[config.mk]
export PLATFORM = sky130hd
export DESIGN_NAME = signed_decimal_token_summer_flat
export DESIGN_NICKNAME = d
export VERILOG_FILES = /design/src/design/sdts_pkg.sv /design/src/design/sdts_byte_if.sv /design/src/design/sdts_sum_if.sv /design/src/design/signed_decimal_token_summer.sv /design/src/design/sdts_front.sv /design/src/design/sdts_queue.sv /design/src/design/sdts_back.sv /design/src/flat_wrapper.sv
export SDC_FILE = /design/constraint.sdc
export NUM_CORES = 1
export LEC_CHECK = 0
export ABC_AREA = 1
export BUFFER_PORTS_ARGS = -buffer_cell sky130_fd_sc_hd__buf_2
export CAP_MARGIN = 20
export CORE_AREA = 2 2 281 283
export DETAILED_ROUTE_END_ITERATION = 7
export DIE_AREA = 0 0 283 285
export GPL_ROUTABILITY_DRIVEN = 0
export MAX_ROUTING_LAYER = met4
export PLACE_DENSITY = 0.44
export SETUP_SLACK_MARGIN = 0.15
export SKIP_LAST_GASP = 1
export SLEW_MARGIN = 5
export SYNTH_ARGS = -nofsm -noshare
export SYNTH_HDL_FRONTEND = slang
export SYNTH_SLANG_ARGS = --single-unit
[constraint.sdc]
create_clock -name clk -period 8.9 [get_ports clk]
set_clock_uncertainty 0.15 [all_clocks]
set_input_delay 2.225 -clock clk [delete_from_list [all_inputs] [get_ports clk]]
set_output_delay 2.225 -clock clk [all_outputs]
set_load 0.01 [all_outputs]
[src/design/sdts_pkg.sv]
// Shared types and constants for the signed decimal token summer.
package sdts_pkg;

	localparam logic [7:0] CharMinus = 8'h2D;
	localparam logic [7:0] CharZero  = 8'h30;
	localparam logic [7:0] CharNine  = 8'h39;
	localparam logic [7:0] CharSpace = 8'h20;
	localparam logic [7:0] CharTab   = 8'h09;
	localparam logic [7:0] CharCr    = 8'h0D;

	localparam int QDepth = 4;
	localparam int QAw    = $clog2(QDepth);

	typedef enum logic [1:0] {
		PH_GAP  = 2'd0,
		PH_NUM  = 2'd1,
		PH_JUNK = 2'd2
	} sdts_phase_t;

	// classified text word
	typedef struct packed {
		logic       ws;
		logic       minus;
		logic       digit;
		logic [3:0] dval;
		logic       last;
	} sdts_word_t;

	typedef struct packed {
		logic           push;
		logic           pop;
		logic           full;
		logic [QAw:0]   count;
	} sdts_q_st_t;

	typedef struct packed {
		logic vld_s1;
		logic last_s1;
	} sdts_back_st_t;

endpackage

[src/design/sdts_byte_if.sv]
// Text byte channel: valid/ready handshake carrying one byte and the chunk end mark.
interface sdts_byte_if;
	logic       valid;
	logic       ready;
	logic [7:0] text_byte;
	logic       chunk_end;

	modport source (output valid, output text_byte, output chunk_end, input ready);
	modport sink (input valid, input text_byte, input chunk_end, output ready);
endinterface

[src/design/sdts_sum_if.sv]
// Sum channel: valid/ready handshake carrying one signed 64-bit chunk total.
interface sdts_sum_if;
	logic               valid;
	logic               ready;
	logic signed [63:0] chunk_sum;

	modport source (output valid, output chunk_sum, input ready);
	modport sink (input valid, input chunk_sum, output ready);
endinterface

[src/design/signed_decimal_token_summer.sv]
// Top level of the signed decimal token summer.
// Usage:
//   text: one byte word per handshake; chunk_end marks the last byte of a chunk.
//   sum:  one signed 64-bit word per chunk, the wrapped sum of all decimal tokens
//         (optional leading minus, leading digits count, trailing junk ignored).
// Throughput: one byte per cycle sustained; the front classifies each byte and
//   pushes it into a four-word queue, the back scans one queued word per cycle.
// Path: the last byte of a chunk is written into the queue, read and scanned into
//   the commit stage, then accumulated into the output register that drives sum.
// Back-pressure: while a sum waits unaccepted the back holds; the queue keeps
//   taking bytes until it is full, then text.ready drops.
// Reset: arst_n clears the queue, scanner state, running total and sum valid;
//   the block takes bytes from the first cycle after reset is released.
module signed_decimal_token_summer import sdts_pkg::*; (
	input  logic       clk,
	input  logic       arst_n,
	sdts_byte_if.sink  text,
	sdts_sum_if.source sum
);

	sdts_word_t    f_word, q_word;
	logic          push, pop, q_empty;
	sdts_q_st_t    q_st;
	sdts_back_st_t b_st;

	sdts_front u_front (
		.text   (text),
		.q_full (q_st.full),
		.push   (push),
		.word   (f_word)
	);

	sdts_queue u_queue (
		.clk    (clk),
		.arst_n (arst_n),
		.push   (push),
		.wdata  (f_word),
		.pop    (pop),
		.rdata  (q_word),
		.empty  (q_empty),
		.st     (q_st)
	);

	sdts_back u_back (
		.clk     (clk),
		.arst_n  (arst_n),
		.q_empty (q_empty),
		.word    (q_word),
		.pop     (pop),
		.sum     (sum),
		.st      (b_st)
	);

	a_q_bound: assert property (@(posedge clk) disable iff (!arst_n)
		q_st.count <= (QAw+1)'(QDepth))
		else $error("queue count beyond depth");

	a_no_pop_empty: assert property (@(posedge clk) disable iff (!arst_n)
		q_st.pop |-> (q_st.count != '0))
		else $error("pop from empty queue");

	a_no_push_full: assert property (@(posedge clk) disable iff (!arst_n)
		q_st.push |-> !q_st.full)
		else $error("push into full queue");

	a_sum_source: assert property (@(posedge clk) disable iff (!arst_n)
		$rose(sum.valid) |-> $past(b_st.last_s1))
		else $error("sum raised without a chunk end in the back");

endmodule

[src/design/sdts_front.sv]
// Front end: accepts text words and classifies each byte.
module sdts_front import sdts_pkg::*; (
	sdts_byte_if.sink text,
	input  logic       q_full,
	output logic       push,
	output sdts_word_t word
);

	logic [7:0] b;

	assign b = text.text_byte;
	assign text.ready = !q_full;
	assign push = text.valid && !q_full;

	always_comb begin
		word.ws    = (b == CharSpace) || ((b >= CharTab) && (b <= CharCr));
		word.minus = (b == CharMinus);
		word.digit = (b >= CharZero) && (b <= CharNine);
		word.dval  = 4'(b - CharZero);
		word.last  = text.chunk_end;
	end

endmodule

[src/design/sdts_queue.sv]
// Short FIFO of classified words between front and back.
module sdts_queue import sdts_pkg::*; (
	input  logic       clk,
	input  logic       arst_n,
	input  logic       push,
	input  sdts_word_t wdata,
	input  logic       pop,
	output sdts_word_t rdata,
	output logic       empty,
	output sdts_q_st_t st
);

	sdts_word_t mem_q [QDepth];
	logic [QAw-1:0] wr_q, rd_q;
	logic [QAw:0]   cnt_q;

	assign empty = (cnt_q == '0);
	assign rdata = mem_q[rd_q];

	always_comb begin
		st.push  = push;
		st.pop   = pop;
		st.full  = (cnt_q == (QAw+1)'(QDepth));
		st.count = cnt_q;
	end

	always_ff @(posedge clk) begin
		if (push) begin
			mem_q[wr_q] <= wdata;
		end
	end

	always_ff @(posedge clk or negedge arst_n) begin
		if (!arst_n) begin
			wr_q  <= '0;
			rd_q  <= '0;
			cnt_q <= '0;
		end else begin
			if (push) begin
				wr_q <= wr_q + 1'b1;
			end
			if (pop) begin
				rd_q <= rd_q + 1'b1;
			end
			case ({push, pop})
				2'b10: cnt_q <= cnt_q + 1'b1;
				2'b01: cnt_q <= cnt_q - 1'b1;
				default: cnt_q <= cnt_q;
			endcase
		end
	end

endmodule

[src/design/sdts_back.sv]
// Back end: token scanner, accumulator and output register.
module sdts_back import sdts_pkg::*; (
	input  logic          clk,
	input  logic          arst_n,
	input  logic          q_empty,
	input  sdts_word_t    word,
	output logic          pop,
	sdts_sum_if.source    sum,
	output sdts_back_st_t st
);

	sdts_phase_t phase_q, phase_d;
	logic        minus_q, minus_d;
	logic        digit_q, digit_d;
	logic [63:0] val_q, val_d;

	logic        vld_s1, last_s1, add_s1, neg_s1;
	logic [63:0] tok_s1;
	logic        c_add, c_neg;
	logic [63:0] c_tok;
	logic        ws_commit;

	logic [63:0] total_q, sum_q, addend, total_d;
	logic        out_vld_q;
	logic        en;

	assign en  = !out_vld_q || sum.ready;
	assign pop = en && !q_empty;

	assign sum.valid     = out_vld_q;
	assign sum.chunk_sum = sum_q;

	always_comb begin
		st.vld_s1  = vld_s1;
		st.last_s1 = vld_s1 && last_s1;
	end

	always_comb begin
		phase_d   = phase_q;
		minus_d   = minus_q;
		digit_d   = digit_q;
		val_d     = val_q;
		ws_commit = 1'b0;
		case (phase_q)
			PH_GAP: begin
				if (!word.ws) begin
					if (word.minus) begin
						minus_d = 1'b1;
						phase_d = PH_NUM;
					end else if (word.digit) begin
						val_d   = 64'(word.dval);
						digit_d = 1'b1;
						phase_d = PH_NUM;
					end else begin
						phase_d = PH_JUNK;
					end
				end
			end
			PH_NUM: begin
				if (word.digit) begin
					val_d   = (val_q << 3) + (val_q << 1) + 64'(word.dval);
					digit_d = 1'b1;
				end else if (word.ws) begin
					ws_commit = 1'b1;
				end else begin
					phase_d = PH_JUNK;
				end
			end
			default: begin
				if (word.ws) begin
					ws_commit = 1'b1;
				end
			end
		endcase

		c_add = 1'b0;
		c_neg = minus_q;
		c_tok = val_q;
		if (ws_commit) begin
			c_add   = digit_q;
			phase_d = PH_GAP;
			minus_d = 1'b0;
			digit_d = 1'b0;
			val_d   = '0;
		end else if (word.last) begin
			c_add = digit_d;
			c_neg = minus_d;
			c_tok = val_d;
		end
		if (word.last) begin
			phase_d = PH_GAP;
			minus_d = 1'b0;
			digit_d = 1'b0;
			val_d   = '0;
		end
	end

	// scanner state and commit stage
	always_ff @(posedge clk or negedge arst_n) begin
		if (!arst_n) begin
			phase_q <= PH_GAP;
			minus_q <= 1'b0;
			digit_q <= 1'b0;
			val_q   <= '0;
			vld_s1  <= 1'b0;
			last_s1 <= 1'b0;
			add_s1  <= 1'b0;
		end else if (en) begin
			vld_s1 <= pop;
			if (pop) begin
				phase_q <= phase_d;
				minus_q <= minus_d;
				digit_q <= digit_d;
				val_q   <= val_d;
				last_s1 <= word.last;
				add_s1  <= c_add;
			end
		end
	end

	always_ff @(posedge clk) begin
		if (en && pop) begin
			neg_s1 <= c_neg;
			tok_s1 <= c_tok;
		end
	end

	// negation folded in as invert plus carry-in
	assign addend  = add_s1 ? (tok_s1 ^ {64{neg_s1}}) : '0;
	assign total_d = total_q + addend + 64'(add_s1 && neg_s1);

	always_ff @(posedge clk or negedge arst_n) begin
		if (!arst_n) begin
			total_q   <= '0;
			out_vld_q <= 1'b0;
		end else begin
			if (en && vld_s1 && last_s1) begin
				out_vld_q <= 1'b1;
			end else if (sum.ready) begin
				out_vld_q <= 1'b0;
			end
			if (en && vld_s1) begin
				if (last_s1) begin
					total_q <= '0;
				end else begin
					total_q <= total_d;
				end
			end
		end
	end

	always_ff @(posedge clk) begin
		if (en && vld_s1 && last_s1) begin
			sum_q <= total_d;
		end
	end

endmodule
[src/flat_wrapper.sv]
// flat-port wrapper written by rule: the top's interface ports become plain ports
module signed_decimal_token_summer_flat import sdts_pkg::*;
  (clk, arst_n, text_valid, text_text_byte, text_chunk_end, text_ready, sum_valid, sum_chunk_sum, sum_ready);
  sdts_byte_if text_i ();
  sdts_sum_if sum_i ();
  input  logic clk;
  input  logic arst_n;
  input wire logic [$bits(text_i.valid)-1:0] text_valid;
  input wire logic [$bits(text_i.text_byte)-1:0] text_text_byte;
  input wire logic [$bits(text_i.chunk_end)-1:0] text_chunk_end;
  output wire logic [$bits(text_i.ready)-1:0] text_ready;
  output wire logic [$bits(sum_i.valid)-1:0] sum_valid;
  output wire logic [$bits(sum_i.chunk_sum)-1:0] sum_chunk_sum;
  input wire logic [$bits(sum_i.ready)-1:0] sum_ready;
  assign text_i.valid = text_valid;
  assign text_i.text_byte = text_text_byte;
  assign text_i.chunk_end = text_chunk_end;
  assign text_ready = text_i.ready;
  assign sum_valid = sum_i.valid;
  assign sum_chunk_sum = sum_i.chunk_sum;
  assign sum_i.ready = sum_ready;
  signed_decimal_token_summer u_core (.clk(clk), .arst_n(arst_n), .text(text_i), .sum(sum_i));
endmodule
* Word-level counts from Yosys, hierarchy flattened *
Memory sizes are Yosys's and may differ from the RTL's.
Index checks and enable logic that the tools add are counted.

word-level totals
  register bits = 272
  memories kept = 1
  word-level logic and storage cells = 101
  output and inout port bits = 66
  bits of input ports = 13
  RAM bits = 32

operators by class
  add/sub/neg operators = 9
  bitwise logic cells = 1
  reduce and logical (&&, ||, !) cells = 20
  equal/unequal tests = 9
  multiplexer cells = 42
  magnitude comparators = 4

memory list
  memory                words  bits a word  rd ports  clocked after Yosys merged registers in  wr ports  line              text
  u_core.u_queue.mem_q  4      8            1         0                                        1         sdts_queue.sv:13  sdts_word_t mem_q [QDepth];

operators by type and width
  cell                   number
  $mux W64               10
  $add A64 B64 Y64       2
  $pmux W64 S2           1
  $add A64 B1 Y64        1
  $add A64 B4 Y64        1
  $xor A64 B64 Y64       1
  $mux W1                20
  $eq A8 B6 Y1 const B   2
  $mux W2                7
  $ne A4 B4 Y1 const B   3
  $ge A8 B4 Y1 const B   1
  $ge A8 B6 Y1 const B   1
  $le A8 B4 Y1 const B   1
  $le A8 B6 Y1 const B   1
  $logic_and A1 B1 Y1    8
  $pmux W3 S2            1
  $reduce_and A6 Y1      1
  $add A2 B1 Y2 const B  2
  $eq A2 B1 Y1 const B   2
  $pmux W1 S2            2
  $pmux W2 S2            1
  $reduce_bool A2 Y1     2
  $reduce_bool A4 Y1     1
  $sub A4 B1 Y4 const B  1
  9 further kinds        12

* Longest topological paths before layout *
Gate-level depths: netlist of run 1.
An unclocked memory read counts as a cell.

  depth after elaboration = 7
  depth in mapped cells = 24
  depth with buffers taken out = 22

* Modules after synthesis *
From an unflattened synthesis of run 1, not the netlist that was laid out.

unflattened totals
  cells, all modules = 3671
  area total of the unflattened synthesis = 25176.6 um2

modules (own cells, without submodules)
  module      times used  seq. area each (um2)  cells each  area each (um2)
  sdts_back   1           7277.0                3497        23288.6
  sdts_queue  1           1136.1                144         1724.2
  sdts_front  1           0.0                   30          163.9

* Worst setup path after synthesis of run 1 *
Ideal clock, no wire load.

  kind = input port to flip-flop
  start point = in sum_ready
  end point = reg u_core.u_back.sum_q[0], in the netlist u_core.u_back.sum.chunk_sum[0], enable pin
  data required time = 8263 ps
  arrival time = 5551 ps
  buffers on the path = 2
  cell stages on the path = 6
  library setup time = 487 ps
  path slack = 2712 ps
  cells stage by stage = nor2_1 > nor2_1 > inv_1 > clkbuf_1 > clkbuf_1 > nor2_1

between the ends
  cells in the longest elaborated chain, start to end = 3

ends and longest elaborated chain
  what                               line                text
  from (decl)                        flat_wrapper.sv:14  input wire logic [$bits(sum_i.ready)-1:0] sum_ready;
  $logic_or A1 B1 Y1                 sdts_back.sv:27     assign en = !out_vld_q || sum.ready;
  $logic_and A1 B1 Y1 (2 in series)  sdts_back.sv:153    if (en && vld_s1 && last_s1) begin
  to (signal assigned)               sdts_back.sv:154    sum_q <= total_d;
  to (decl)                          sdts_back.sv:23     logic [63:0] total_q, sum_q, addend, total_d;

No other way between the ends.
A chain may end at the register's enable or synchronous reset.

* Worst setup path after layout of run 1 *
  start point = reg u_core.u_queue.rd_q[0]
  end point = reg u_core.u_back.tok_s1[30] (data pin)

between the ends
  cells in the longest elaborated chain, start to end = 7
  elaborated cells on any way between the ends = 12
  those cells by class = add/sub (1); mux (10); memory (1)

ends and longest elaborated chain
  what                                                     line              text
  from (decl)                                              sdts_queue.sv:14  logic [QAw-1:0] wr_q, rd_q;
  from (signal assigned)                                   sdts_queue.sv:43  rd_q <= rd_q + 1'b1;
  $mem_v2 Z4 W8 *                                          --
  branches (longest 5 deep; another with $add A64 B4 Y64)  --
  $mux W64 *                                               sdts_back.sv:79   if (ws_commit) begin
  via u_core.u_back.c_tok[30]                              sdts_back.sv:20   logic [63:0] c_tok;
  to (signal assigned)                                     sdts_back.sv:124  tok_s1 <= c_tok;
  to (decl)                                                sdts_back.sv:18   logic [63:0] tok_s1;

Mark *: on every way through the listed nets, which the timed path passes.

==> impl_summary.log, run 1 <==
[metrics] run status: finished clean
[metrics] final setup violating endpoints: 0
[metrics] CTS Buf Count: 35
[metrics] DR pass1 iterations: 5
[metrics] share of flip-flops with an asynchronous set or reset after synthesis: 47.0%
[metrics] post-synthesis adder-cell area fraction: 9.98%
[metrics] power dissipated by switching net loads: 4.21 mW
[metrics] net count of the mapped netlist: 3802
[metrics] power density over the cells: between 300 and 400 mW/mm^2
[metrics] class of the worst hold path: reg -> reg
[metrics] number of buffers and inverters on the critical path: 2
[metrics] register area share after synthesis: between 30% and 40%
[metrics] HPWL reported at the end of detailed placement: 66000 um
[metrics] number of gates on the worst path with buffers counted: 16
[metrics] slew at the pin closest to its max-slew limit: 1.00 ns
[metrics] area growth from synthesis to layout: 10.9%
[metrics] PostCTS Resize Cnt: 0
[metrics] clock-pin slew of the registers on the worst-case setup and hold paths: 0.06 ns
[metrics] TritonCTS clock tree: built
[metrics] worst slew slack as a fraction of its limit: 33.0%
[metrics] via count of the first global-routing pass: roughly 22000
[metrics] required time of the worst setup path: 9.00 ns
[metrics] part of the total power dissipated in combinational logic: 51.9%
[metrics] number of cells on the worst hold path: 1
[metrics] complex-gate fraction of the synthesized area: 11.0%
[metrics] number of nets with antenna violations after detailed routing: 0
[metrics] initial standard-cell utilization of the core: a little under a third
[metrics] portion of synthesized cell area occupied by the leading cell type: 19.6%
[metrics] aggregate routed wire length: 83300 um
[metrics] number of top-level pins: 79
[metrics] cells along the critical path: inv_4, o21ai_0, o22ai_1, ha_1, ha_1, inv_1, fa_1, nor2_1, or2_2, nand3_1, nand2_1, nand2_1, nand2_1, o21ai_0, o21ai_0, a31oi_1
[metrics] floorplan die height: 285 um
[metrics] first-pass GRT wire length: 129000 um
[metrics] Inserted Diodes: 0
[metrics] final number of max-transition violations: 0
[metrics] maximum number of pins on one net before global-route repair: 70
[metrics] post-synthesis cell type with the largest combined area: edfxtp_1
[metrics] Mapped Cells: 3595
[metrics] Cell Int Power: 4.63 mW
[metrics] worst supply voltage drop on vdd: roughly 0.00024 V
[metrics] share of cell area taken by muxes after synthesis: 0%
[metrics] Min-Delay Startpoint: u_core.u_queue.cnt_q[0]
[metrics] simple-gate area share of the yosys netlist: 31.4%
[metrics] share of layout cells above drive strength 1: under 10%
[metrics] number of unique standard cell types used by synthesis: 61
[metrics] share of the synthesized netlist area taken by xor and xnor gates: 4.18%
[metrics] number of hold-repair buffers added at the cts stage: 0
[metrics] number of enable flip-flop cells after synthesis: approximately 160
[metrics] Fin Setup TNS: 0 ns
[metrics] Hold EP: u_core.u_queue.cnt_q[0]
[metrics] number of vias in the routed layout: 22300
[metrics] highest clock frequency the design can meet: 225 MHz
[metrics] critical path launch point type: flip-flop
[metrics] clock root cell: clkbuf_16
[metrics] portion of total power attributed to the clock network: a little under a fifth
[metrics] Worst R2R Start: u_core.u_queue.rd_q[0]
[metrics] Post-layout nets: between 3000 and 4000
[metrics] YS warnings: 0
[metrics] drt wl/cell: 17.6 um
[metrics] number of levels in the clock H-tree: 2
[metrics] Via-to-Cell Ratio: 4.73
[metrics] core footprint: 0.0780 mm^2
[metrics] worst setup path class: reg -> reg
[metrics] Row Count: 103
[metrics] CTS max path bufs: 3
[metrics] main flop type after synthesis: edfxtp_1
[metrics] final count of hold timing violations: 0
[metrics] cell count of the worst reg-to-reg path: 16
[metrics] most frequent standard cell in the layout excluding fill and tap cells: nand2_1
[metrics] register share of total power: 30.0%
[metrics] final clock period utilization by the worst path: around half
[metrics] CP max stage delay: 0.73 ns
[metrics] register-to-register setup slack: around 4.5 ns
[metrics] width of the die: 283 um
[metrics] average size of a mapped cell: 6.87 um^2
[metrics] LEAKAGE: roughly 14 nW
[metrics] buffers inserted by post-CTS timing repair: 0
[metrics] Cell Area, Synth: 0.0247 mm^2
[metrics] reg2reg end: u_core.u_back.tok_s1[30]
[metrics] crit path max fanout: 19
[metrics] First DRT Iteration DRCs: 1575
[metrics] CP Capture Type: flip-flop
[metrics] setup repair after global routing missed its margin: no
[metrics] CP max-delay cell: dfrtp_1
[metrics] GR Overflow Total: 0
[metrics] GRT Overall Usage: a little over a fifth
[metrics] die area: 0.0807 mm^2
[metrics] clock network latency to the later pin of the worst-skew pair: 0.53 ns
[metrics] register bit total from synthesis: between 300 and 400
[metrics] number of antenna violations at the first check in global routing: 0
[metrics] utilization after layout: a little over a third
[metrics] Synth area leaders: edfxtp_1, nand2_1, dfrtp_1
[metrics] signal arrival time at the worst endpoint: ~4.5 ns
[metrics] post-detailed-route DRC marker count: 0
[metrics] combinational family with the most area after synthesis: simple AND/OR/NAND/NOR gates
[metrics] Max Cap Viol: 0
[metrics] commonest cells after routing, fill and taps aside: nand2_1, inv_1, nor2_1
[metrics] TritonCTS sink count: 304
[metrics] cell class contributing the biggest share of worst-path delay: compound AO/OA/AOI/OAI gates
[metrics] Period minus WS final: approximately 4.4 ns
[metrics] count of port buffers added during placement: 78
[metrics] switch share: 47.6%
## power by group through the flow
stage | registers (mW) | clock network (mW) | logic [mW]
2_1_floorplan | 2.58 | 0 | 3.18
3_3_place_gp | 2.67 | 0 | 4.57
3_5_place_dp | 2.67 | 0 | 4.59
4_1_cts | 2.65 | 1.65 | 4.60
5_1_grt | 2.71 | 1.70 | 5.15
6_report | 2.65 | 1.60 | 4.59
## synthesized netlist by cell type (16+ instances only)
master / count
nand2_1: 1284
inv_1: 495
nor2_1: 345
ha_1: 189
a21oi_1: 188
edfxtp_1: 161
nand3_1: 161
o21ai_0: 161
dfrtp_1: 143
xnor2_1: 71
xor2_1: 47
o21ai_1: 41
clkbuf_1: 29
buf_2: 28
and2_1: 27
a22o_1: 21
nor3_1: 20
nand3b_1: 18
o22ai_1: 16
## per-layer routing
layer	part of all wire (%)	routed length, um	global-route usage [%]
met5	0	0	-
met3	3.2	2710	1.82
met4	3.0	2480	6.04
met2	44	36400	32.8
met1	50	41700	29.1
## cell families (layout without fill, tap and decap cells)
| logic type | count (synthesis) | count (layout) |
|---|---|---|
| XOR/XNOR | 118 | 118 |
| buffers and inverters | 586 | 663 |
| AND/OR/NAND/NOR | 1907 | 1907 |
| AO/OA/AOI/OAI | 486 | 486 |
| adder cells (fa/ha/maj) | 194 | 194 |
| flip-flops | 304 | 304 |
## worst max-delay path by stage
| stage | end | slack, ns | start |
|---|---|---|---|
| after floorplan | u_core.u_back.sum.chunk_sum[0] | 2.71 | sum_ready |
| after global placement | u_core.u_back.total_q[30] | 4.06 | sum_ready |
| after detailed placement | u_core.u_back.total_q[20] | 4.03 | sum_ready |
| after CTS | u_core.u_back.tok_s1[30] | 4.47 | u_core.u_queue.rd_q[0] |
| after global routing | u_core.u_back.tok_s1[60] | 4.04 | u_core.u_queue.rd_q[0] |
| final | u_core.u_back.tok_s1[30] | 4.46 | u_core.u_queue.rd_q[0] |
## sequential cells by signal (all words and copies together) (netlist names)
name and flops:
u_core.u_back.tok_s1 64, u_core.u_back.sum.chunk_sum 64, u_core.u_queue.cnt_q 3, u_core.u_queue.mem_q 32
u_core.u_back.sum.valid 1, u_core.u_back.neg_s1 1, u_core.u_back.vld_s1 1, u_core.u_back.digit_q 1
u_core.u_back.phase_q 2, u_core.u_queue.wr_q 2, u_core.u_back.val_q 64, u_core.u_back.total_q 64
u_core.u_back.minus_q 1, u_core.u_back.add_s1 1, u_core.u_back.last_s1 1, u_core.u_queue.rd_q 2
## final cells by class
cell class / instances / area [um^2]
fillers: 8508 / 50600
multi-input cells: 2705 / 14000
flip-flops and latches: 304 / 8410
inverters: 509 / 1920
well taps: 1050 / 1310
clock buffers: 48 / 1040
repair buffers: 91 / 507
clock inverters: 15 / 236
## through the flow
stage | worst slack [ns] | instances | hold WS [ns] | area (um^2) | total power, mW
finish | 4.46 | 4722 | 0.327 | 27400 | 8.84
global route | 4.04 | 4722 | 0.354 | 27400 | 9.56
CTS | 4.47 | 4721 | 0.330 | 27400 | 8.90
detailed placement | 4.03 | 4658 | 0.318 | 26100 | 7.26
global placement | 4.06 | 4658 | 0.320 | 26100 | 7.24
floorplan | 2.71 | 3595 | 0.296 | 24700 | 5.76
(Power assumes the default switching activity.)
==> run 2: changes to the inputs <==
--- a/config.mk
+++ b/config.mk
@@ -13,7 +13,7 @@
 export DIE_AREA = 0 0 283 285
 export GPL_ROUTABILITY_DRIVEN = 0
 export MAX_ROUTING_LAYER = met4
-export PLACE_DENSITY = 0.44
+export PLACE_DENSITY = 0.46
 export SETUP_SLACK_MARGIN = 0.15
 export SKIP_LAST_GASP = 1
 export SLEW_MARGIN = 5
==> constraint.sdc (replaced) <==
create_clock -name clk -period 3.8 [get_ports clk]
set_clock_uncertainty 0.15 [all_clocks]
set_input_delay 0.95 -clock clk [delete_from_list [all_inputs] [get_ports clk]]
set_output_delay 0.95 -clock clk [all_outputs]
set_load 0.01 [all_outputs]
==> impl_summary.log, run 2 (same netlist as run 1, synthesis figures left out) <==
[metrics] run status: finished clean
[metrics] width of the die: around 280 um
[metrics] number of hold-repair buffers added at the cts stage: 0
[metrics] register-to-register setup slack: 0.30 ns
[metrics] required time of the worst setup path: 3.96 ns
[metrics] highest clock frequency the design can meet: between 200 and 300 MHz
[metrics] clock root cell: clkbuf_16
[metrics] Row Count: slightly above 100
[metrics] DR pass1 iterations: 5
[metrics] first-pass GRT wire length: 131000 um
[metrics] power density over the cells: ~750 mW/mm^2
[metrics] count of port buffers added during placement: slightly below 80
[metrics] TritonCTS sink count: between 300 and 400
[metrics] worst setup path class: reg -> reg
[metrics] maximum number of pins on one net before global-route repair: 72
[metrics] reg2reg end: u_core.u_back.sum.chunk_sum[58]
[metrics] final count of hold timing violations: 0
[metrics] CTS Buf Count: 37
[metrics] number of nets with antenna violations after detailed routing: 0
[metrics] post-layout worst setup margin: 0.303 ns
[metrics] floorplan die height: approximately 290 um
[metrics] TritonCTS clock tree: built
[metrics] area growth from synthesis to layout: 13.9%
[metrics] share of layout cells above drive strength 1: 8.43%
[metrics] Period minus WS final: 3.50 ns
[metrics] GR Overflow Total: 0
[metrics] number of levels in the clock H-tree: 2
[metrics] crit path max fanout: 24
[metrics] die area: 0.0807 mm^2
[metrics] CTS max path bufs: 3
[metrics] slew at the pin closest to its max-slew limit: ~1.1 ns
[metrics] cell count of the worst reg-to-reg path: 13
[metrics] Fin Setup TNS: 0 ns
[metrics] final standard cell count with taps included and fillers excluded: 4798
[metrics] number of top-level pins: between 70 and 80
[metrics] CP Capture Type: flip-flop
[metrics] class of the worst hold path: in -> async
[metrics] Via-to-Cell Ratio: 4.72
[metrics] First DRT Iteration DRCs: 1456
[metrics] signal arrival time at the worst endpoint: between 3 and 4 ns
[metrics] worst slew slack as a fraction of its limit: between 20% and 30%
[metrics] most frequent standard cell in the layout excluding fill and tap cells: nand2_1
[metrics] number of vias in the routed layout: 22700
[metrics] core footprint: 0.0780 mm^2
[metrics] Post-layout nets: 3926
[metrics] total placed cells including tap cells: 4729
[metrics] Inserted Diodes: 0
[metrics] LEAKAGE: 14.3 nW
[metrics] total of fill cells in the finished design: about 8500
[metrics] pre-CTS setup slack: about 0.086 ns
[metrics] via count of the first global-routing pass: 22400
[metrics] final clock period utilization by the worst path: 92.0%
[metrics] initial standard-cell utilization of the core: 31.7%
[metrics] Max Cap Viol: 0
[metrics] Worst R2R Start: u_core.u_back.neg_s1
[metrics] post-detailed-route DRC marker count: 0
[metrics] worst supply voltage drop on vdd: 0.000597 V
[metrics] drt wl/cell: 17.6 um
[metrics] commonest cells after routing, fill and taps aside: nand2_1, inv_1, nor2_1
[metrics] HPWL reported at the end of detailed placement: 67100 um
[metrics] aggregate routed wire length: 84600 um
[metrics] number of antenna violations at the first check in global routing: 1
[metrics] total power of the final layout: roughly 21 mW
[metrics] setup repair after global routing missed its margin: yes
[metrics] clock-pin slew of the registers on the worst-case setup and hold paths: around 0.070 ns
[metrics] critical path launch point type: flip-flop
[metrics] final number of max-transition violations: 0
[metrics] clock network latency to the later pin of the worst-skew pair: 0.56 ns
[metrics] final setup violating endpoints: 0
[metrics] GRT Overall Usage: 21.5%
==> run 2: cell count changes in the layout (fill, tap and decap cells not counted), sizes merged <==
| cell | previous run | this run |
|---|---|---|
| buf | 91 | 162 |
| bufinv | 6 | 2 |
| clkinv | 7 | 11 |
| clkinvlp | 2 | 5 |
| clkbuf | 48 | 49 |
| inv | 509 | 510 |
==> run 2: power breakdown <==
| part | switching, mW | leakage [nW] | internal, mW |
|---|---|---|---|
| sequential | 1.02 | 3.53 | 5.18 |
| combinational | 7.54 | 10.2 | 3.85 |
| clock | 1.53 | 0.560 | 2.00 |
| total | 10.1 | 14.3 | 11.0 |
==> run 2: worst max path at each step <==
stage | end | depth (start not counted) | start
floorplan | u_core.u_back.sum.chunk_sum[60] | 20 | u_core.u_back.neg_s1
global placement | u_core.u_back.tok_s1[16] | 15 | u_core.u_queue.rd_q[0]
detailed placement | u_core.u_back.tok_s1[16] | 15 | u_core.u_queue.rd_q[0]
CTS | u_core.u_back.tok_s1[47] | 21 | u_core.u_queue.rd_q[0]
global route | u_core.u_back.sum.chunk_sum[62] | 18 | u_core.u_back.neg_s1
finish | u_core.u_back.sum.chunk_sum[58] | 13 | u_core.u_back.neg_s1
==> run 2: repair_timing <==
item / 4_1_cts / 5_1_grt
buffers inserted: 0 / 1
hold endpoints to repair: 0 / 0
setup endpoints to repair: 4 / 88
resized for setup: 3 / 50
pin swaps: 0 / 4
==> run 2: final cells by class <==
| cell class | count | area (um^2) | area share (%) |
|---|---|---|---|
| well taps | 1050 | 1310 | 4.67 |
| inverters | 509 | 1920 | 6.83 |
| repair buffers | 162 | 1150 | 4.10 |
| clock buffers | 49 | 991 | 3.52 |
| multi-input cells | 2705 | 14200 | 50.3 |
| flip-flops and latches | 304 | 8410 | 29.9 |
| clock inverters | 19 | 194 | 0.689 |
==> run 2: worst max-delay path, cell delays in order (launching register included) <==
cell and delay (ns):
edfxtp_1 0.45, buf_12 0.20, buf_12 0.18, xnor2_1 0.25, nor2_2 0.10, ha_1 0.35
a21oi_1 0.20, o21ai_0 0.21, a21oi_1 0.22, o21ai_0 0.20, buf_4 0.20, a21oi_2 0.22
nand3_1 0.14, and2_1 0.19
==> run 2: metal layers <==
| layer | global-route usage (%) | share of wire (%) | up-vias |
|---|---|---|---|
| met5 | - | 0 | - |
| met4 | 6.77 | 3.1 | 0 |
| met3 | 1.98 | 3.8 | 112 |
| met2 | 33.5 | 44 | 455 |
| met1 | 29.4 | 49 | 10400 |
| li1 | - | - | 11700 |
==> run 2: through the flow <==
stage | utilization [%] | hold slack, ns | instance area, um^2
2_1_floorplan | - | 0.296 | 24700
3_3_place_gp | 34.3 | 0.314 | 26800
3_5_place_dp | 34.3 | 0.316 | 26800
4_1_cts | 35.9 | 0.243 | 28000
5_1_grt | 36.1 | 0.263 | 28100
6_report | 36.1 | 0.234 | 28100
